$ cat src/hw/rtl/lar_pkg.sv
// ----------------------------------------------------------------------------
// lar_pkg
// Shared types and constants of the line assembler ring.
// ----------------------------------------------------------------------------
package lar_pkg;

  // Width of a stored line length; holds any line length up to 64.
  localparam int LEN_W = 7;

  localparam logic [7:0] CH_LF = 8'h0A;
  localparam logic [7:0] CH_CR = 8'h0D;

  localparam logic CMD_BYTE = 1'b0;
  localparam logic CMD_POP  = 1'b1;

  typedef struct packed {
    logic       command;
    logic [7:0] byte_value;
  } lar_req_t;

  typedef struct packed {
    logic [7:0] char_value;
    logic       ring_empty;
    logic       last_char;
  } lar_rsp_t;

  typedef enum logic [1:0] {
    ST_IDLE = 2'b01,
    ST_POP  = 2'b10
  } lar_state_t;

endpackage

$ cat src/hw/rtl/line_assembler_ring_core.sv
// ----------------------------------------------------------------------------
// line_assembler_ring_core
// Assembles CR/LF-terminated lines into a ring of line slots and streams the
// oldest line back out on request.
// ----------------------------------------------------------------------------
// Usage:
//   Request channel (req_valid/req_ready/req_data): command 0 carries one
//   received byte, command 1 asks for the oldest stored line.
//   Response channel (rsp_valid/rsp_ready/rsp_data): one response per
//   character of the popped line, last_char set on the final one; a pop on
//   an empty ring gives one response with ring_empty and last_char set.
//   Byte requests produce nothing, so bytes stream in at one per cycle
//   while no pop response waits in the read stage. A pop answers with its
//   first character after the pop state, the store read and the output
//   register, and then one character per cycle while the receiver accepts;
//   the single read port of the character store sets that rate. A pop of L
//   characters keeps req_ready low until its last one has left the read stage.
//   A stalled receiver holds the output register and the read stage; the
//   store read is then not issued and the line counter waits.
//   Reset clears the ring pointers, the fill count and the pending flag;
//   the store and the length table need no clearing since a slot is only
//   read after it was written. The ring holds SLOTS-1 lines.
// ----------------------------------------------------------------------------
module line_assembler_ring_core
  import lar_pkg::*;
#(
  parameter int SLOTS       = 4,
  parameter int LINE_LENGTH = 64
) (
  input  logic     clk,
  input  logic     rst,
  input  logic     req_valid,
  output logic     req_ready,
  input  lar_req_t req_data,
  output logic     rsp_valid,
  input  logic     rsp_ready,
  output lar_rsp_t rsp_data
);

  localparam int SW    = $clog2(SLOTS);
  localparam int IW    = $clog2(LINE_LENGTH);
  localparam int FW    = $clog2(LINE_LENGTH + 1);
  localparam int DEPTH = SLOTS * LINE_LENGTH;
  localparam int AW    = $clog2(DEPTH);

  // Ring and line assembly state.
  lar_state_t     state;
  logic [FW-1:0]  fill_index;
  logic [SW-1:0]  write_slot;
  logic [SW-1:0]  read_slot;
  logic           discarding;
  logic [IW-1:0]  pop_index;
  logic [LEN_W-1:0] line_len [SLOTS];

  // Read stage (store output) and output register.
  logic       rd_valid;
  logic       rd_last;
  logic       rd_empty;
  logic [7:0] mem_q;

  logic accept, is_byte, is_eol, ring_empty_now, ring_full;
  logic store_we, mem_re, move, rd_free, pop_last;
  logic [SW-1:0] write_slot_next, read_slot_next;
  logic [AW-1:0] waddr, raddr;
  logic [LEN_W-1:0] cur_len;

  function automatic logic [SW-1:0] slot_inc(input logic [SW-1:0] s);
    slot_inc = (s == SW'(SLOTS - 1)) ? '0 : s + 1'b1;
  endfunction

  assign req_ready = (state == ST_IDLE) && !rd_valid;
  assign accept    = req_valid && req_ready;
  assign is_byte   = (req_data.command == CMD_BYTE);
  assign is_eol    = (req_data.byte_value == CH_LF) || (req_data.byte_value == CH_CR);

  assign ring_empty_now  = (read_slot == write_slot);
  assign write_slot_next = slot_inc(write_slot);
  assign read_slot_next  = slot_inc(read_slot);
  assign ring_full       = (write_slot_next == read_slot);

  // Store a plain byte while the line has room and nothing is pending.
  assign store_we = accept && is_byte && !discarding && !is_eol
                    && (fill_index < FW'(LINE_LENGTH));
  assign waddr    = AW'(write_slot) * AW'(LINE_LENGTH) + AW'(fill_index);

  // Advance the read stage into the output register when it has room.
  assign move    = rd_valid && (!rsp_valid || rsp_ready);
  assign rd_free = !rd_valid || move;
  assign mem_re  = (state == ST_POP) && rd_free;
  assign raddr   = AW'(read_slot) * AW'(LINE_LENGTH) + AW'(pop_index);
  assign cur_len  = line_len[read_slot];
  assign pop_last = (LEN_W'(pop_index) + 1'b1 == cur_len);

  lar_store #(
    .DEPTH (DEPTH),
    .AW    (AW)
  ) u_store (
    .clk   (clk),
    .we    (store_we),
    .waddr (waddr),
    .wdata (req_data.byte_value),
    .re    (mem_re),
    .raddr (raddr),
    .rdata (mem_q)
  );

  // Record the length of a line as it ends.
  always_ff @(posedge clk) begin
    if (accept && is_byte && !discarding && is_eol && (fill_index != '0)) begin
      line_len[write_slot] <= LEN_W'(fill_index);
    end
  end

  // Line assembly, ring pointers and pop sequencing.
  always_ff @(posedge clk) begin
    if (rst) begin
      state      <= ST_IDLE;
      fill_index <= '0;
      write_slot <= '0;
      read_slot  <= '0;
      discarding <= 1'b0;
      pop_index  <= '0;
    end else begin
      case (state)
        ST_IDLE: begin
          if (accept) begin
            if (is_byte) begin
              if (is_eol && (discarding || (fill_index != '0))) begin
                // Commit the line, or keep it pending while the ring is full.
                fill_index <= '0;
                discarding <= ring_full;
                if (!ring_full) begin
                  write_slot <= write_slot_next;
                end
              end else if (store_we) begin
                fill_index <= fill_index + 1'b1;
              end
            end else if (!ring_empty_now) begin
              state     <= ST_POP;
              pop_index <= '0;
            end
          end
        end
        ST_POP: begin
          if (mem_re) begin
            if (pop_last) begin
              read_slot <= read_slot_next;
              state     <= ST_IDLE;
            end else begin
              pop_index <= pop_index + 1'b1;
            end
          end
        end
        default: begin
          state <= ST_IDLE;
        end
      endcase
    end
  end

  // Read stage control: a store read or an empty report enters it.
  always_ff @(posedge clk) begin
    if (rst) begin
      rd_valid <= 1'b0;
    end else if (mem_re || (accept && !is_byte && ring_empty_now)) begin
      rd_valid <= 1'b1;
    end else if (move) begin
      rd_valid <= 1'b0;
    end
  end

  always_ff @(posedge clk) begin
    if (mem_re) begin
      rd_last  <= pop_last;
      rd_empty <= 1'b0;
    end else if (accept && !is_byte && ring_empty_now) begin
      rd_last  <= 1'b1;
      rd_empty <= 1'b1;
    end
  end

  // Output register.
  always_ff @(posedge clk) begin
    if (rst) begin
      rsp_valid <= 1'b0;
    end else if (move) begin
      rsp_valid <= 1'b1;
    end else if (rsp_ready) begin
      rsp_valid <= 1'b0;
    end
  end

  always_ff @(posedge clk) begin
    if (move) begin
      rsp_data.char_value <= rd_empty ? 8'h00 : mem_q;
      rsp_data.ring_empty <= rd_empty;
      rsp_data.last_char  <= rd_last;
    end
  end

  // Assertions.
  a_fill_bound: assert property (@(posedge clk) disable iff (rst)
    fill_index <= FW'(LINE_LENGTH))
    else $error("fill count beyond line length");

  a_pop_nonempty: assert property (@(posedge clk) disable iff (rst)
    (state == ST_POP) |-> (read_slot != write_slot))
    else $error("streaming from an empty ring");

  a_empty_report: assert property (@(posedge clk) disable iff (rst)
    (accept && !is_byte && ring_empty_now) |=> (rd_valid && rd_empty && rd_last))
    else $error("empty pop did not produce an empty report");

  a_no_req_while_pop: assert property (@(posedge clk) disable iff (rst)
    (mem_re && pop_last) |=> (state == ST_IDLE) && rd_valid && rd_last)
    else $error("last character not staged at end of pop");

endmodule

$ cat src/hw/rtl/lar_store.sv
// ----------------------------------------------------------------------------
// lar_store
// Character store of all line slots: one write port, one read port with
// enable and registered read data that holds while the enable is low.
// ----------------------------------------------------------------------------
module lar_store #(
  parameter int DEPTH = 256,
  parameter int AW    = 8
) (
  input  logic          clk,
  input  logic          we,
  input  logic [AW-1:0] waddr,
  input  logic [7:0]    wdata,
  input  logic          re,
  input  logic [AW-1:0] raddr,
  output logic [7:0]    rdata
);

  logic [7:0] mem [DEPTH];

  always_ff @(posedge clk) begin
    if (we) begin
      mem[waddr] <= wdata;
    end
  end

  // Hold the last read value while the consumer stalls.
  always_ff @(posedge clk) begin
    if (re) begin
      rdata <= mem[raddr];
    end
  end

endmodule

$ cat config.mk
export PLATFORM = sky130hd
export DESIGN_NAME = line_assembler_ring_core
export DESIGN_NICKNAME = d
export VERILOG_FILES = /design/src/hw/rtl/lar_pkg.sv /design/src/hw/rtl/line_assembler_ring_core.sv /design/src/hw/rtl/lar_store.sv
export SDC_FILE = /design/constraint.sdc
export NUM_CORES = 2
export LEC_CHECK = 0
export BUFFER_PORTS_ARGS = -buffer_cell sky130_fd_sc_hd__buf_4
export CAP_MARGIN = 10
export CORE_ASPECT_RATIO = 0.9
export CORE_MARGIN = 2
export CORE_UTILIZATION = 63
export CTS_CLUSTER_DIAMETER = 40
export DETAILED_ROUTE_END_ITERATION = 7
export MAX_ROUTING_LAYER = met4
export PLACE_DENSITY = 0.79
export SYNTH_ARGS = -nofsm -noshare
export SYNTH_HDL_FRONTEND = slang
export SYNTH_HIERARCHICAL = 1
export SYNTH_SLANG_ARGS = --single-unit
$ cat constraint.sdc
create_clock -name clk -period 4 [get_ports clk]
set_input_delay 0.2 -clock clk [delete_from_list [all_inputs] [get_ports clk]]
set_output_delay 0.2 -clock clk [all_outputs]
set_load 0.01 [all_outputs]
==> flow_summary_export.csv <==
group,metric,value,unit
outcome,status,"complete, but fails checks",
outcome,violations,"negative setup slack",
setup_path,start_kind,"register",
synth,synth_edf_count,2095,
drt,wl_met2,98090,um
setup_path,crit_arrival,4.55,ns
cts,cts-root-buf,"clkbuf_16",
synth,synth.yosys.seq_area_share,76.83,%
global_routing,grt_pass1_vias,43120,
cts,path_clk_slew,0.07,ns
sta,max_freq,249.8,MHz
setup_path,critical_path_required,4.55,ns
drt,drtIter0Drc,7556,
final_layout,fill_cells,7193,
synth,synthArstFlopShare,0,%
floorplan,fp.dieW,385.5,um
placement,routabilityCongestion,0.9624,
final_layout,multiInputGateArea,0.01763,mm2
floorplan,fp.dieH,347.4,um
setup_path,crit_fanout,32,
drt,firstDrtPassIters,6,
setup_path,cp-end-kind,"register",
sta,skew,0.05282,ns
setup_path,cp_cell_sequence,"buf_4 > nand3b_1 > o22ai_1 > o21ai_0 > nand3_1 > nor4_1 > nor4_1",
drt,wirelength,210400,um
drt,wl_per_cell,34.20,um
sta,maxSlewViolCount,0,
hold_path,hold_path_class,"in2reg",
placement,place_hpwl,127500,um
setup_path,worstSetupPathType,"reg2reg",
global_routing,grt_overflow,0,
global_routing,grt_antenna_before_repair,12,
run,max-cap-violations,0,
synth,syn_nets,3983,
sta,period_needed,4.004,ns
drt,viasPerCell,7.095,
synth,synth-warning-count,6,
final_layout,area_delta_synth_final,12.60,%
cts,cts_buffers,208,
sta,worst_pin_slew,1.235,ns
final_layout,fin_nets,4279,
cts,cts_max_level,4,
setup_path,max_stage_delay,0.95,ns
sta,rsz0062_at_grt,"no",
setup_path,crit_slowest_cell,"nor4_1",
final_layout,final_common_cell,"edfxtp_1",
drt,wl_met3,29050,um
sta,whs,0.1900,ns
synth,synth_cell_types,72,
floorplan,core,0.1295,mm2
cts,cts_sinks,2120,
final_layout,regArea,0.06343,mm2
power_and_ir_drop,cellPowerDensity,478.4,mW/mm2
drt,wl_met1,74600,um
sta,slew_headroom,17.66,%
placement,io_buffers,24,
cts,cts_tree,"done",
drt,ant_nets,0,
floorplan,rows,125,
synth,ys_dominant_reg_cell,"edfxtp_1",
global_routing,grt_max_degree,175,
synth,ys_ff_latch,2120,
placement,place_ws,0.2743,ns
drt,vias,43660,
synth,syn_area,0.08253,mm2
sta,period_share,100.1,%
sta,hold_viol_final,0,
sta,setup_slack,-0.003617,ns
sta,final-setup-viol-count,1,
final_layout,final_area,0.09293,mm2
drt,top_layer_used,"met4",
global_routing,track_usage,32.91,%
floorplan,initial_utilization,63.73,%
placement,postPlaceCellArea,0.08592,mm2
power_and_ir_drop,leakagePower,28.17,nW
cts,clkLatencyLatePin,0.86,ns
sta,fin_setup_tns,-0.003617,ns
cts,clk_path_buf_depth,3,
floorplan,die_area,0.1339,mm2
drt,drc,0,
synth,syn_inst,3961,
final_layout,layout_common_cells,"2,095 x edfxtp_1, 461 x mux4_2, 300 x nor2_1, 278 x buf_4, 211 x clkbuf_16",
setup_path,cpMostUsedCell,"nor4_1",
synth,avgSynthCellArea,20.84,um2
global_routing,grt_pass1_wl,303500,um
power_and_ir_drop,ir_worst_vdd,0.4468,mV
final_layout,layout-drive-gt1-share,25.15,%
floorplan,ios,25,
## metrics by stage
| stage | instances | power (W) | utilization [%] |
|---|---|---|---|
| detailed placement | 5747 | 0.02537 | 66.35 |
| global route | 6153 | 0.04544 | 71.76 |
| finish | 6153 | 0.04446 | 71.76 |
| CTS | 6148 | 0.04457 | 71.74 |
| floorplan | 3961 | 0.02493 | - |
| global placement | 5747 | 0.02534 | 66.35 |
## state kept, by name, summed over array words and instances (netlist names), named ones only
| name | cells |
|---|---|
| u_store/mem | 2048 |
| line_len | 28 |
| rsp_data | 10 |
| u_store/rdata | 8 |
| fill_index | 7 |
| pop_index | 6 |
| read_slot | 2 |
| state | 2 |
| write_slot | 2 |
| discarding | 1 |
| rd_empty | 1 |
| rd_last | 1 |
| rd_valid | 1 |
| rsp_valid | 1 |
## power breakdown
part | switching (W) | total [W] | internal (W) | leakage [nW]
sequential | 0.00000704 | 0.0244 | 0.0244 | 19.0
combinational | 0.000451 | 0.000513 | 0.0000623 | 5.83
clock | 0.00854 | 0.0195 | 0.0110 | 3.31
## layout make-up
cell class / instances / area share, %
Clock buffer: 243 / 5.811
Sequential cell: 2120 / 68.26
Clock inverter: 144 / 1.561
Timing Repair Buffer: 323 / 3.011
Antenna cell: 5 / 0.01346
Inverter: 17 / 0.06867
Tap cell: 1714 / 2.308
Multi-Input combinational cell: 1587 / 18.97
## worst paths after layout
check,from,to,slack [ns],cells past startpoint
min reg2reg,rd_last,rsp_data[0],0.52,0
max reg2reg,pop_index[1],u_store/rdata[7],-0.004,7
max,pop_index[1],u_store/rdata[7],-0.004,7
min,req_data[5],u_store/mem[166][5],0.19,2
## metal layers
layer,GRT usage (%),up-vias
met5,-,-
met4,12.48,0
met3,8.941,506
met2,47.68,3518
met1,45.55,22470
li1,-,17160
## logic make-up (layout without fill, tap and decap cells)
kind of cell             count (synthesis)  count (layout)  synth area share [%]
multiplexers                           601             601                 14.32
adder cells (fa/ha/maj)                  9               9                0.1364
flip-flops                            2120            2120                 76.83
XOR/XNOR                                16              16                0.2032
buffers and inverters                  254             727                 1.860
AND/OR/NAND/NOR                        540             540                 3.026
AO/OA/AOI/OAI                          421             421                 3.620
other                                    0               5                     0
## synth_stat cells (26+ instances only)
library cell / instances / share of area (%)
buf_2: 31 / 0.19
a21oi_1: 102 / 0.62
o221ai_1: 46 / 0.49
nor4_1: 26 / 0.20
a22oi_1: 134 / 1.2
nor2b_1: 41 / 0.31
mux2i_1: 137 / 1.7
o22ai_1: 28 / 0.21
clkbuf_1: 114 / 0.52
buf_4: 27 / 0.25
nand2_1: 39 / 0.18
edfxtp_1: 2095 / 76
nor2_1: 303 / 1.4
mux4_2: 461 / 13
nand3_1: 38 / 0.23
## timing repair
action                                  CTS  global route
buffers inserted                          0             0
hold endpoints to repair                123             0
endpoints found under the setup margin    0             1
resized for setup                         0             1
hold buffers                             14             0
## critical path, delay by kind of cell (launching register included)
family | cells | cell delay, ns
DFF | 1 | 0.82
and+or+nand+nor | 4 | 1.89
AOI/OAI and AO/OA | 2 | 0.39
buffers and inverters | 1 | 0.56
(Power assumes the default switching activity.)
